## config.mk

```make
export PLATFORM = sky130hd
export DESIGN_NAME = crc32_word_fold_core
export DESIGN_NICKNAME = d
export VERILOG_FILES = /design/src/hdl/crcwf_pkg.sv /design/src/hdl/crcwf_lane.sv /design/src/hdl/crcwf_merge.sv /design/src/hdl/crc32_word_fold_core.sv
export SDC_FILE = /design/constraint.sdc
export NUM_CORES = 1
export LEC_CHECK = 0
export BUFFER_PORTS_ARGS = -buffer_cell sky130_fd_sc_hd__buf_2
export CAP_MARGIN = 20
export CORE_UTILIZATION = 62
export DETAILED_ROUTE_END_ITERATION = 12
export GPL_TIMING_DRIVEN = 0
export PLACE_DENSITY = 0.88
export SKIP_CTS_REPAIR_TIMING = 1
export SLEW_MARGIN = 0
export SYNTH_ARGS = -nofsm -noshare
export SYNTH_HDL_FRONTEND = slang
export SYNTH_HIERARCHICAL = 1
export SYNTH_SLANG_ARGS = --single-unit
```

## constraint.sdc

```tcl
create_clock -name aclk -period 5.3 [get_ports aclk]
set_input_delay 0.265 -clock aclk [delete_from_list [all_inputs] [get_ports aclk]]
set_output_delay 0.265 -clock aclk [all_outputs]
set_load 0.02 [all_outputs]
```

## src/hdl/crcwf_pkg.sv

```systemverilog
package crcwf_pkg;

    localparam int unsigned BYTE_W = 8;
    localparam int unsigned CRC_W  = 32;
    localparam int unsigned CNT_W  = 4;
    localparam int unsigned MAX_ADVANCE_BITS = 64;

    localparam logic [CRC_W-1:0] CRC_POLY = 32'hEDB8_8320;

    // Advances a reflected CRC state over a number of zero bytes. It is only
    // called with constant arguments, so it folds away at elaboration.
    function automatic logic [CRC_W-1:0] zero_advance(input logic [CRC_W-1:0] state,
                                                      input int unsigned nbytes);
        logic [CRC_W-1:0] s;
        s = state;
        for (int unsigned i = 0; i < MAX_ADVANCE_BITS; i++) begin
            if (i < nbytes * BYTE_W) begin
                s = s[0] ? ((s >> 1) ^ CRC_POLY) : (s >> 1);
            end
        end
        return s;
    endfunction

endpackage

```

## src/hdl/crcwf_lane.sv

```systemverilog
module crcwf_lane #(
    parameter int unsigned ADVANCE_BYTES = 1
) (
    input  logic [crcwf_pkg::BYTE_W-1:0] byte_in,
    output logic [crcwf_pkg::CRC_W-1:0]  crc_part
);

    logic [crcwf_pkg::BYTE_W-1:0][crcwf_pkg::CRC_W-1:0] term;

    // Each input bit maps to a fixed 32-bit column: the zero-state CRC of that
    // bit pushed through its own byte and the bytes that follow it in the word.
    for (genvar j = 0; j < crcwf_pkg::BYTE_W; j++) begin : g_col
        localparam logic [crcwf_pkg::CRC_W-1:0] COL =
            crcwf_pkg::zero_advance(crcwf_pkg::CRC_W'(1) << j, ADVANCE_BYTES);
        assign term[j] = {crcwf_pkg::CRC_W{byte_in[j]}} & COL;
    end

    always_comb begin
        crc_part = '0;
        for (int j = 0; j < crcwf_pkg::BYTE_W; j++) begin
            crc_part = crc_part ^ term[j];
        end
    end

endmodule

```

## src/hdl/crcwf_merge.sv

```systemverilog
module crcwf_merge #(
    parameter int unsigned LANES = 8
) (
    input  logic [LANES-1:0][crcwf_pkg::CRC_W-1:0] lane_crc,
    input  logic [crcwf_pkg::CRC_W-1:0]            remnant,
    output logic [crcwf_pkg::CRC_W-1:0]            crc_out
);

    // The CRC is linear, so the lanes and the unconsumed seed bits simply add.
    always_comb begin
        crc_out = remnant;
        for (int k = 0; k < LANES; k++) begin
            crc_out = crc_out ^ lane_crc[k];
        end
    end

endmodule

```

## src/hdl/crc32_word_fold_core.sv

```systemverilog
// Reflected CRC-32 (polynomial 0xEDB88320, no inversions) over messages sent
// as little-endian words of BYTES_PER_WORD bytes.
// Input stream: s_tdata carries the word and its valid byte count, s_tlast
// marks the final word of a message. Counts above BYTES_PER_WORD saturate;
// a count of zero folds nothing.
// Output stream: one request per message, issued for the word marked last,
// with m_tdata holding the final CRC state.
// The start value is written through cfg_we/cfg_wdata and is loaded into
// the running state at the first word of each message.
// Throughput is one word per cycle while s_tready is high: every byte lane
// and the merge XOR tree work in the same cycle on the running state register.
// m_tvalid rises in the cycle after the last word's acceptance.
// The output register decouples the sides: a new word is taken while a
// result is waiting, and s_tready drops only when a result is held and
// the receiver stalls.
// Reset clears the start value to zero, ends any open message and empties
// the output register.
module crc32_word_fold_core #(
    parameter int unsigned BYTES_PER_WORD = 8
) (
    input  logic                                    aclk,
    input  logic                                    aresetn,
    // Fields from bit 0: data_word [8*BYTES_PER_WORD], byte_count [4], zero pad.
    input  logic [8*BYTES_PER_WORD+7:0]             s_tdata,
    input  logic                                    s_tlast,
    input  logic                                    s_tvalid,
    output logic                                    s_tready,
    // Fields from bit 0: crc [32].
    output logic [crcwf_pkg::CRC_W-1:0]             m_tdata,
    output logic                                    m_tvalid,
    input  logic                                    m_tready,
    input  logic                                    cfg_we,
    input  logic [crcwf_pkg::CRC_W-1:0]             cfg_wdata
);

    localparam int unsigned DATA_W = crcwf_pkg::BYTE_W * BYTES_PER_WORD;
    localparam int unsigned SEXT_W = DATA_W + crcwf_pkg::CRC_W;
    localparam logic [crcwf_pkg::CNT_W-1:0] BPW_N = crcwf_pkg::CNT_W'(BYTES_PER_WORD);

    logic [crcwf_pkg::CRC_W-1:0] start_value_reg;
    logic [crcwf_pkg::CRC_W-1:0] crc_reg;
    logic                        in_message_reg;
    logic [crcwf_pkg::CRC_W-1:0] m_data_reg;
    logic                        m_valid_reg;

    logic                        s_acc;
    logic [DATA_W-1:0]           data_word;
    logic [crcwf_pkg::CNT_W-1:0] byte_count;
    logic [crcwf_pkg::CNT_W-1:0] cnt;
    logic [crcwf_pkg::CNT_W-1:0] pad_bytes;
    logic [crcwf_pkg::CRC_W-1:0] seed;
    logic [SEXT_W-1:0]           seed_ext;
    logic [DATA_W-1:0]           t_word;
    logic [DATA_W-1:0]           aligned;
    logic [crcwf_pkg::CRC_W-1:0] remnant;
    logic [crcwf_pkg::CRC_W-1:0] crc_next;
    logic [BYTES_PER_WORD-1:0][crcwf_pkg::CRC_W-1:0] lane_crc;

    assign data_word  = s_tdata[DATA_W-1:0];
    assign byte_count = s_tdata[DATA_W+crcwf_pkg::CNT_W-1:DATA_W];

    assign s_tready = !m_valid_reg || m_tready;
    assign s_acc    = s_tvalid && s_tready;
    assign m_tdata  = m_data_reg;
    assign m_tvalid = m_valid_reg;

    assign cnt       = (byte_count > BPW_N) ? BPW_N : byte_count;
    assign pad_bytes = BPW_N - cnt;
    assign seed      = in_message_reg ? crc_reg : start_value_reg;
    assign seed_ext  = SEXT_W'(seed);

    // The seed is folded into the first message bytes; valid bytes are then
    // moved to the top of the word so that leading zero bytes, which do not
    // change a zero-state CRC, take the place of the missing ones.
    always_comb begin
        t_word = '0;
        for (int k = 0; k < BYTES_PER_WORD; k++) begin
            if (crcwf_pkg::CNT_W'(k) < cnt) begin
                t_word[crcwf_pkg::BYTE_W*k +: crcwf_pkg::BYTE_W] =
                    data_word[crcwf_pkg::BYTE_W*k +: crcwf_pkg::BYTE_W] ^
                    seed_ext[crcwf_pkg::BYTE_W*k +: crcwf_pkg::BYTE_W];
            end
        end
    end

    assign aligned = t_word << {pad_bytes, 3'b000};
    // Seed bits beyond the consumed bytes shift down untouched.
    assign remnant = seed >> {cnt, 3'b000};

    for (genvar p = 0; p < BYTES_PER_WORD; p++) begin : g_lane
        crcwf_lane #(
            .ADVANCE_BYTES(BYTES_PER_WORD - p)
        ) u_lane (
            .byte_in (aligned[crcwf_pkg::BYTE_W*p +: crcwf_pkg::BYTE_W]),
            .crc_part(lane_crc[p])
        );
    end

    crcwf_merge #(
        .LANES(BYTES_PER_WORD)
    ) u_merge (
        .lane_crc(lane_crc),
        .remnant (remnant),
        .crc_out (crc_next)
    );

    always_ff @(posedge aclk) begin
        if (!aresetn) begin
            start_value_reg <= '0;
            crc_reg         <= '0;
            in_message_reg  <= 1'b0;
            m_valid_reg     <= 1'b0;
        end else begin
            if (cfg_we) begin
                start_value_reg <= cfg_wdata;
            end
            if (s_acc) begin
                crc_reg        <= crc_next;
                in_message_reg <= !s_tlast;
            end
            if (s_acc && s_tlast) begin
                m_valid_reg <= 1'b1;
            end else if (m_tready) begin
                m_valid_reg <= 1'b0;
            end
        end
    end

    always_ff @(posedge aclk) begin
        if (s_acc && s_tlast) begin
            m_data_reg <= crc_next;
        end
    end

    a_last_gives_result: assert property (@(posedge aclk) disable iff (!aresetn)
        s_acc && s_tlast |=> m_tvalid && m_tdata == crc_reg)
        else $error("last word did not produce its result");

    a_last_closes_message: assert property (@(posedge aclk) disable iff (!aresetn)
        s_acc |=> in_message_reg == !$past(s_tlast))
        else $error("message state does not follow the last flag");

    a_empty_word_keeps_seed: assert property (@(posedge aclk) disable iff (!aresetn)
        s_acc && byte_count == '0 |=> crc_reg == $past(seed))
        else $error("word without bytes changed the CRC state");

    a_stall_blocks_input: assert property (@(posedge aclk) disable iff (!aresetn)
        m_tvalid && !m_tready |-> !s_tready)
        else $error("input taken while a result is stalled");

endmodule

```

==> results of run 1 <==
==> synthesized netlist by cell type (5+ instances only) <==
| library cell | instances |
|---|---|
| mux4_2 | 14 |
| dfxtp_1 | 66 |
| xnor2_4 | 7 |
| a211oi_1 | 10 |
| xnor2_1 | 293 |
| buf_4 | 56 |
| o31a_1 | 6 |
| buf_2 | 36 |
| a22o_1 | 7 |
| buf_1 | 9 |
| xnor2_2 | 65 |
| mux2i_1 | 60 |
| mux2i_4 | 5 |
| o22ai_1 | 6 |
| o221ai_1 | 15 |
| nor2_1 | 59 |
| inv_1 | 20 |
| a2bb2oi_1 | 5 |
| nor2b_1 | 48 |
| buf_6 | 18 |
| nand2b_1 | 6 |
| a22oi_1 | 33 |
| o21ai_1 | 8 |
| a21boi_0 | 33 |
| xor2_1 | 90 |
| clkbuf_1 | 27 |
| mux2_2 | 5 |
| a21oi_1 | 20 |
| nand2_1 | 103 |
| edfxtp_1 | 32 |
| xnor3_1 | 75 |
| xor2_2 | 6 |
| xor2_4 | 8 |
| a221oi_1 | 16 |
| a211o_1 | 16 |
| o21a_1 | 7 |
| xor3_1 | 18 |
| o21ai_0 | 12 |
==> final timing paths <==
kind / cells past startpoint / start / endpoint / slack, ns
hold / removal: 3 / cfg_wdata[27] / start_value_reg[27] / 0.18
hold reg to reg: 2 / crc_reg[17] / crc_reg[17] / 0.49
setup / recovery: 18 / s_tdata[67] / crc_reg[23] / 0.17
setup reg to reg: 15 / in_message_reg / crc_reg[28] / 0.45
==> worst max-delay path: cells and delay by family <==
kind | cells | cell delay (ns)
adder cells (fa/ha/maj) | 1 | 0.41
AND/OR/NAND/NOR | 3 | 0.52
buffers and inverters | 7 | 1.50
AO/OA/AOI/OAI | 2 | 0.90
XOR/XNOR | 5 | 1.80
==> kinds of logic (layout without fill, tap and decap cells) <==
| logic type | count (synthesis) | count (layout) | synth area share, % |
|---|---|---|---|
| XOR/XNOR | 568 | 568 | 49.8 |
| AND/OR/NAND/NOR | 236 | 236 | 7.61 |
| AO/OA/AOI/OAI | 219 | 219 | 11.6 |
| buffers and inverters | 169 | 323 | 7.22 |
| flip-flops | 98 | 98 | 15.8 |
| multiplexers | 86 | 86 | 7.71 |
| adder cells (fa/ha/maj) | 2 | 2 | 0.173 |
| other | 1 | 1 | 0.0260 |
==> area by class of cell <==
cell class / count / area, sq um
Clock inverter: 6 / 65.1
Inverter: 21 / 78.8
Fill cell: 1723 / 6870
Multi-Input combinational cell: 1112 / 11100
Tap cell: 285 / 357
Buffer: 148 / 963
Clock buffer: 10 / 250
Timing Repair Buffer: 138 / 713
Sequential cell: 98 / 2280
==> report_power, final <==
part	switching, uW	total (uW)	internal, uW
clock network	309	671	362
logic	5330	10000	4710
registers	150	1520	1370
==> routing by layer <==
metal / vias up / global-route usage (%)
met2: 674 / 63.6
li1: 4943 / -
met1: 5539 / 48.8
met5: - / 0
met4: 0 / 20.7
met3: 131 / 4.06
==> stage by stage <==
stage	power [uW]	cell area, sq um	worst slack (ns)
after global routing	12600	15800	0.0245
after detailed placement	11100	15500	-0.0802
after floorplan	8580	14400	1.13
final	12200	15800	0.168
after CTS	11900	15800	0.257
after global placement	11000	15500	-0.141
==> summary.md, run 1 <==
| Metric | Value |
|---|---|
| Highest routed layer | met4 |
| Gpl congestion | 1.04 |
| Slowest CP cell | o221ai_1 |
| Mapped Avg Cell Area | 10.5 sq um |
| Register area share after synthesis | between 10% and 20% |
| Final #Nets | around 1.6k |
| Metal-1 WL | ~18000 microns |
| Critical Path Fanout Max | 10 |
| Mapped Cells | approximately 1.4k |
| Commonest non-fill, non-tap cell in the layout | xnor2_1 |
| Fmax | just under 0.2 GHz |
| Netlist cell types | 73 |
| DR iter-0 viols | 1058 |
| Seq cells post-synth | between 90 and 100 |
| Placed insts | 1802 |
| CTS Buf Count | 9 |
| Worst Tran Pin Value | around 1.1 ns |
| Avg Vias per Cell | about 6.2 |
| WL final | 45300 microns |
| Final Setup Violations | 0 |
| DRT Pass-1 Iters | 5 |
| Cell Chain, Critical Path | buf_2 -> buf_2 -> inv_2 -> buf_2 -> nand2_1 -> ha_1 -> buf_2 -> buf_1 -> nand2_1 -> o221ai_1 -> xor2_1 -> xnor2_1 -> buf_4 -> xnor2_2 -> xnor3_1 -> xnor2_1 -> nand2_1 -> a21boi_0 |
| Clock Pin Slew Worst Setup and Hold Paths | ~0.070 ns |
| Skew final | 0.0111 ns |
| Die H | ~150 microns |
| Total Routing Usage GR | about two fifths |
| Ys flop type | dfxtp_1 |
| Mapped cell area | 14400 sq um |
| Global-route wire length before repair | 67100 microns |
| Max-Cap Viols | 0 |
| Outcome | completed |
| Diodes inserted | 0 |
| Startpoint types | input port |
| Area added between synthesis and finish | 9.76% |
| Initial Util | 63.5% |
| Die ar. | ~24000 sq um |
| CP dominant cell by count | buf_2 |
| Commonest non-fill, non-tap cells in the layout | xnor2_1, buf_2, nand2_1 |
| Routed wl met2 | 21100 microns |
| CTS tree | built |
| Top Ports | approximately 140 |
| Setup_tns | 0 ns |
| Vias after detailed routing | roughly 11k |
| Number of synthesized flops with an enable pin | 32 |
| Total gr overflow | 0 |
| Clock Latency Late Sink | approximately 0.34 ns |
| Port bufs | 136 |
| Max IR drop VDD | approximately 0.55 mV |
| Slew Limit Fails | 0 |
| Post-synthesis net count | about 1.5k |
| Routed wl met3 | ~3700 microns |
| Final Hold Vio Count | 0 |
| Required time of the critical path | approximately 5.6 ns |
| Root Buffer | clkbuf_16 |
| CP max stage delay | a little over 0.7 ns |
| Core area | around 23000 sq um |
| Leakage power | roughly 0.0068 uW |
| Non-Filler Instances | between 1.5k and 2k |
| Top-area cell type share of the netlist area | between 15 and 20% |
| Pin count of the biggest net entering global routing | 20 |
| Hpwl dp | 36600 microns |
| Async set-or-reset flop fraction in the synthesized netlist | 0% |
| Crit end category | register |
| DRC viols | 0 |
| Clock buffer depth | 2 |
| Kind of critical path | in2reg |
| Top cells by area, synth | xnor2_1, xnor3_1, dfxtp_1 |
| Die width | approximately 150 microns |
| Area leader, netlist | xnor2_1 |
| Tcrit/Tclk final | a little over nine tenths |
| CTS sink count | 98 |
| Final min period | about 5.1 ns |
| Worst min path class | in2reg |
| CTS H-tree depth | 3 |
| Worst hold slack | 0.176 ns |
| Share of cells above drive strength 1 | around a quarter |
| Initial antenna violation count | 0 |
| Yosys warning total | 6 |
| RSZ-0062 raised after global routing | no |
| Finished Core Util | 69.7% |
| Routed Antenna Nets | 0 |
| Routed len/inst | approximately 25 microns |
| Power density cells | 772 nW/um^2 |
| Arr. time, crit path | ~5.4 ns |
| Normalized max-slew margin | 26.7% |
| Number of global-route vias before repair | 11.1k |
| Number of cell rows | 55 |
No activity file was read; power rests on OpenSTA's default activity.
==> run 2: changes to the inputs <==
--- a/config.mk
+++ b/config.mk
@@ -7,10 +7,12 @@
 export LEC_CHECK = 0
 export BUFFER_PORTS_ARGS = -buffer_cell sky130_fd_sc_hd__buf_2
 export CAP_MARGIN = 20
+export CORE_ASPECT_RATIO = 1.2
 export CORE_UTILIZATION = 62
 export DETAILED_ROUTE_END_ITERATION = 12
 export GPL_TIMING_DRIVEN = 0
 export PLACE_DENSITY = 0.88
+export RECOVER_POWER = 100
 export SKIP_CTS_REPAIR_TIMING = 1
 export SLEW_MARGIN = 0
 export SYNTH_ARGS = -nofsm -noshare
==> run 2 against run 1 <==
Final cell count grew 1.4%; largest power group unchanged; combinational power is essentially flat; clock skew is essentially flat; sequential share of layout area grew 0.18 points; critical endpoint is now crc_reg[26].
==> summary.md, run 2 (synthesis results as in run 1) <==
| Metric | Value |
|---|---|
| Leakage power | 0.00662 uW (-3.1%) |
| Tcrit/Tclk final | 96.4% (-0.45 points) |
| Skew final | 0.0114 ns (+0.000295 ns) |
| Hold worst-path end | start_value_reg[5] |
| Total gr overflow | 0 (unchanged) |
| Die H | 169 microns (+9.4%) |
| Arr. time, crit path | 5.39 ns (about the same) |
| Fillers | 1819 (+5.6%) |
| Core area | 22600 sq um (-0.50%) |
| Crit path max-delay family | XOR/XNOR gates |
| Clock buffer depth | 2 (unchanged) |
| Root Buffer | clkbuf_16 |
| Commonest non-fill, non-tap cells in the layout | xnor2_1, buf_2, nand2_1 |
| Gpl congestion | 1.01 (-2.6%) |
| RSZ-0062 raised after global routing | no |
| Final #Nets | 1640 (unchanged) |
| Fmax | 0.196 GHz (+0.47%) |
| Initial Util | 63.9% (+0.32 points) |
| Setup_tns | 0 ns (unchanged) |
| Top Ports | 144 (unchanged) |
| Worst reg-to-reg setup slack | 0.19 ns (-0.26 ns) |
| Pin count of the biggest net entering global routing | 21 (+5.0%) |
| CTS Buf Count | 9 (unchanged) |
| Depth of the worst register-to-register path | 13 (-2) |
| Avg Vias per Cell | 5.96 (-4.0%) |
| Worst Tran Pin Value | 1.17 ns (+0.0724 ns) |
| Routed Antenna Nets | 0 (unchanged) |
| Startpoint types | register |
| Routed len/inst | 25.0 microns (+0.51%) |
| Die width | 141 microns (-8.6%) |
| Clock Latency Late Sink | 0.35 ns (about the same) |
| Initial antenna violation count | 0 (unchanged) |
| Required time of the critical path | 5.58 ns (+0.02 ns) |
| CP max stage delay | 0.92 ns (+0.20 ns) |
| Power density cells | 769 nW/um^2 (-0.45%) |
| Vias after detailed routing | 11.0k (-2.7%) |
| Max-Cap Viols | 0 (unchanged) |
| Post-route cell area | 15600 sq um (-1.3%) |
| Slew Limit Fails | 0 (unchanged) |
| CTS tree | built |
| Hold Path Stages | 3 (unchanged) |
| Number of cell rows | 60 (+9.1%) |
| Reg2reg end | crc_reg[26] |
| DRT Pass-1 Iters | 5 (unchanged) |
| Max IR drop VDD | 0.551 mV (+0.58%) |
| Die ar. | 23900 sq um (about the same) |
| Final Setup Violations | 0 (unchanged) |
| Launch point of the worst reg-to-reg path | in_message_reg |
| Clock Pin Slew Worst Setup and Hold Paths | 0.08 ns (about the same) |
| Share of cells above drive strength 1 | 22.6% (-4.0 points) |
| Cell Chain, Critical Path | clkbuf_4 -> mux2i_1 -> xnor2_1 -> a22oi_1 -> o221ai_1 -> buf_2 -> xnor2_2 -> xnor3_1 -> xnor2_2 -> xnor3_1 -> xnor2_1 -> nand2_1 -> a21boi_0 |
| Crit end category | register |
| Normalized max-slew margin | 21.9% (-4.9 points) |
| Area added between synthesis and finish | 8.38% |
| Hpwl dp | 38000 microns (+3.7%) |
| Commonest non-fill, non-tap cell in the layout | xnor2_1 |
| CTS sink count | 98 (unchanged) |
| Total Routing Usage GR | 39.8% (+1.6 points) |
| Hold path startpoint | cfg_wdata[5] |
| Diodes inserted | 0 (unchanged) |
| Buffer and inverter count on the worst path | 2 (-5) |
| Number of global-route vias before repair | 11.1k (+0.0090%) |
| Global-route wire length before repair | 68500 microns (+2.1%) |
| Slowest CP cell | mux2i_1 |
| Final Hold Vio Count | 0 (unchanged) |
| Final min period | 5.11 ns (-0.0239 ns) |
| Worst min path class | in2reg |
| Port bufs | 136 (unchanged) |
| Placed cell areas | 15500 sq um (+0.20%) |
| Kind of critical path | reg2reg |
| DR iter-0 viols | 1094 (+3.4%) |
| Critical Path Fanout Max | 10 (unchanged) |
| WL final | 46100 microns (+1.9%) |
| Outcome | completed |
| DRC viols | 0 (unchanged) |
| CTS H-tree depth | 3 (unchanged) |
run 2: how the worst max path moves through the flow:
stage	start	end	slack [ns]	cells after the start
finish	in_message_reg	crc_reg[26]	0.19	13
global placement	s_tdata[67]	crc_reg[11]	-0.17	17
global route	s_tdata[67]	crc_reg[23]	0.06	18
floorplan	s_tdata[67]	crc_reg[29]	1.13	17
CTS	s_tdata[67]	crc_reg[23]	0.26	18
detailed placement	s_tdata[67]	crc_reg[27]	-0.01	17
run 2: area by class of cell:
| cell class | instances | area (sq um) | share of cell area, % |
|---|---|---|---|
| plain buffers | 148 | 942 | 6.02 |
| repair buffers | 138 | 644 | 4.12 |
| clock buffers | 9 | 225 | 1.44 |
| inverters | 21 | 78.8 | 0.504 |
| well taps | 310 | 388 | 2.48 |
| clock inverters | 7 | 81.3 | 0.520 |
| multi-input cells | 1112 | 11000 | 70.3 |
| flip-flops and latches | 98 | 2280 | 14.6 |
run 2: metal layers:
metal	up-vias	part of all wire [%]	track usage, %
met2	617	49	69.8
met4	0	8.0	25.8
li1	4933	-	-
met1	5271	37	46.3
met5	-	0	0
met3	164	6.7	3.76
run 2: through the flow:
step	std cells	setup WS [ns]	power (uW)	hold slack, ns	util (%)
CTS	1843	0.259	11900	0.168	70.1
global placement	1825	-0.174	11100	0.453	68.6
finish	1843	0.192	12000	0.175	69.2
detailed placement	1827	-0.0115	11100	0.462	68.7
global route	1843	0.0621	12400	0.185	69.2
floorplan	1379	1.13	8580	0.412	-
run 2: tightest hold or removal path, cell delays in order:
cell     delay, ns
buf_2         0.07
mux2i_1       0.06
nor2b_1       0.09
run 2: power by group:
group | switching [uW] | total (uW) | internal, uW
clock | 324 | 660 | 336
combinational | 5240 | 9820 | 4590
sequential | 161 | 1540 | 1370
==> run 3: changes to the inputs <==
--- a/config.mk
+++ b/config.mk
@@ -8,10 +8,10 @@
 export BUFFER_PORTS_ARGS = -buffer_cell sky130_fd_sc_hd__buf_2
 export CAP_MARGIN = 20
 export CORE_ASPECT_RATIO = 1.2
-export CORE_UTILIZATION = 62
+export CORE_UTILIZATION = 65
 export DETAILED_ROUTE_END_ITERATION = 12
 export GPL_TIMING_DRIVEN = 0
-export PLACE_DENSITY = 0.88
+export PLACE_DENSITY = 0.92
 export RECOVER_POWER = 100
 export SKIP_CTS_REPAIR_TIMING = 1
 export SLEW_MARGIN = 0
==> constraint.sdc (replaced) <==
create_clock -name aclk -period 5.9 [get_ports aclk]
set_input_delay 0.295 -clock aclk [delete_from_list [all_inputs] [get_ports aclk]]
set_output_delay 0.295 -clock aclk [all_outputs]
set_load 0.02 [all_outputs]
==> run 3 against run 2 <==
Design area down 0.12%; largest power group unchanged; critical path depth up 6; sequential power down 10%; die area down 4.6%.
==> summary.md, run 3 (synthesis results as in run 1) <==
| Metric | Value |
|---|---|
| Vias after detailed routing | 11.0k (-0.15%) |
| Setup_tns | 0 ns (unchanged) |
| Final Setup Violations | 0 (unchanged) |
| Power density cells | 692 nW/um^2 (-10%) |
| Root Buffer | clkbuf_16 |
| Total gr overflow | 0 (unchanged) |
| Core area | 21700 sq um (-4.0%) |
| Cell Chain, Critical Path | clkbuf_1 -> buf_2 -> inv_2 -> clkbuf_1 -> nand2_1 -> ha_1 -> buf_2 -> a21oi_1 -> a22oi_1 -> o21a_1 -> nor2_1 -> clkbuf_1 -> xnor2_1 -> xor3_4 -> xnor2_1 -> xnor3_1 -> xnor2_1 -> nand2_1 -> a21boi_0 |
| Worst Tran Pin Value | 1.12 ns (-0.0489 ns) |
| Diodes inserted | 0 (unchanged) |
| Die width | 138 microns (-2.3%) |
| Critical path launch point | s_tdata[67] |
| Startpoint types | input port |
| Skew final | 0.0126 ns (+0.00128 ns) |
| Commonest non-fill, non-tap cells in the layout | xnor2_1, buf_2, nand2_1 |
| Critical Path Fanout Max | 10 (unchanged) |
| Die H | 165 microns (-2.3%) |
| DR iter-0 viols | 844 (-23%) |
| Launch point of the worst reg-to-reg path | in_message_reg |
| Internal power | 5670 uW (-10%) |
| Final min period | approximately 5.4 ns |
| Switching share of power | 47.5% (-0.089 points) |
| Area added between synthesis and finish | 8.25% |
| Routed len/inst | 25.0 microns (-0.22%) |
| Pin count of the biggest net entering global routing | 21 (unchanged) |
| Reg power frac | 12.8% (about the same) |
| WL final | 45100 microns (-2.1%) |
| Hpwl dp | 36800 microns (-3.0%) |
| Non-Filler Instances | 1808 (-1.9%) |
| CP max stage delay | 0.63 ns (-0.29 ns) |
| Area occupied by multi-input gates | 11000 sq um (+0.15%) |
| Worst min path class | in2reg |
| CTS Buf Count | 9 (unchanged) |
| Normalized max-slew margin | 23.5% (+1.6 points) |
| Clock power share | 5.5% (about the same) |
| Global-route wire length before repair | 67000 microns (-2.3%) |
| Placed insts | 1791 (-2.0%) |
| Final Hold Vio Count | 0 (unchanged) |
| CTS tree | built |
| Fillers | 1635 (-10%) |
| Number of cell rows | 59 (-1.7%) |
| Share of cells above drive strength 1 | 22.8% (+0.18 points) |
| Buffer and inverter count on the worst path | 6 (+4) |
| Clock buffer depth | 2 (unchanged) |
| CTS H-tree depth | 3 (unchanged) |
| Worst reg-to-reg setup slack | 0.80 ns (+0.61 ns) |
| Gpl congestion | 1.04 (+2.6%) |
| Comb pwr share | 81.8% (about the same) |
| Final worst slack | 0.535 ns (+0.344 ns) |
| Crit path max-delay family | XOR/XNOR gates |
| Arr. time, crit path | 5.64 ns (+0.25 ns) |
| Final #Nets | 1641 (+0.061%) |
| Clock Latency Late Sink | 0.35 ns (about the same) |
| Kind of critical path | in2reg |
| Avg Vias per Cell | 6.07 (+1.8%) |
| Slowest CP cell | a21oi_1 |
| Fmax | 0.186 GHz |
| Tcrit/Tclk final | 90.9% |
| FF+latch area | 2280 sq um (unchanged) |
| Max-Cap Viols | 0 (unchanged) |
| Max IR drop VDD | 0.659 mV (+20%) |
| Required time of the critical path | 6.18 ns (+0.60 ns) |
| Routed Antenna Nets | 0 (unchanged) |
| Die ar. | 22800 sq um (-4.6%) |
| Outcome | completed |
| Clock Pin Slew Worst Setup and Hold Paths | 0.08 ns (about the same) |
| Number of global-route vias before repair | 11.0k (-0.77%) |
| Leakage power | 0.00664 uW (+0.23%) |
| DRC viols | 0 (unchanged) |
| Hold path startpoint | cfg_wdata[5] |
| Net load switching power | 5130 uW (-10%) |
| Crit end category | register |
| Initial antenna violation count | 0 (unchanged) |
| Setup WS pre-CTS | 0.567 ns (+0.578 ns) |
| Initial Util | 66.5% (+2.6 points) |
| Slew Limit Fails | 0 (unchanged) |
| Port bufs | 136 (unchanged) |
| Top Ports | 144 (unchanged) |
| DRT Pass-1 Iters | 7 (+2) |
| Total Routing Usage GR | 40.2% (+0.40 points) |
| CTS sink count | 98 (unchanged) |
| RSZ-0062 raised after global routing | no |
| Commonest non-fill, non-tap cell in the layout | xnor2_1 |
run 3: cell count changes in the layout (fill, tap and decap cells not counted), sizes merged:
cell,delta
inv,+1
clkbuf,-1
buf,+2
clkinv,-1
run 3: path summary, 6_finish.rpt:
kind | endpoint | cells past startpoint
setup / recovery | crc_reg[3] | 19
hold / removal | start_value_reg[5] | 3
setup reg to reg | crc_reg[22] | 14
hold reg to reg | crc_reg[25] | 2
run 3: cell type report:
class | count | share of cell area [%]
flip-flops and latches | 98 | 14.6
clock inverters | 7 | 0.521
clock buffers | 9 | 1.44
well taps | 274 | 2.19
plain buffers | 148 | 6.05
multi-input cells | 1112 | 70.5
repair buffers | 139 | 4.17
inverters | 21 | 0.505
run 3: per-layer routing:
layer	wire length, microns	part of all wire, %	global-route usage [%]
met1	16600	37	45.5
met2	21500	48	69.4
met3	3130	6.9	5.31
met4	3870	8.6	31.0
met5	0	0	0
run 3: tightest hold or removal path, stage by stage:
cell     delay, ns
buf_2         0.07
mux2i_1       0.05
nor2b_1       0.09
run 3: power groups by stage:
stage / Clock, uW / Sequential (uW) / Combinational (uW)
after floorplan: 0 / 1470 / 6230
after global placement: 0 / 1360 / 8530
after detailed placement: 0 / 1370 / 8550
after CTS: 595 / 1360 / 8730
after global routing: 615 / 1390 / 9100
final: 593 / 1380 / 8830
run 3: stage by stage:
stage	hold slack (ns)	cell area, sq um	power [uW]	util, %
4_1_cts	0.196	15800	10700	72.8
5_1_grt	0.200	15600	11100	72.0
3_5_place_dp	0.472	15500	9910	71.4
6_report	0.195	15600	10800	72.0
2_1_floorplan	0.442	14400	7710	-
3_3_place_gp	0.454	15500	9890	71.2
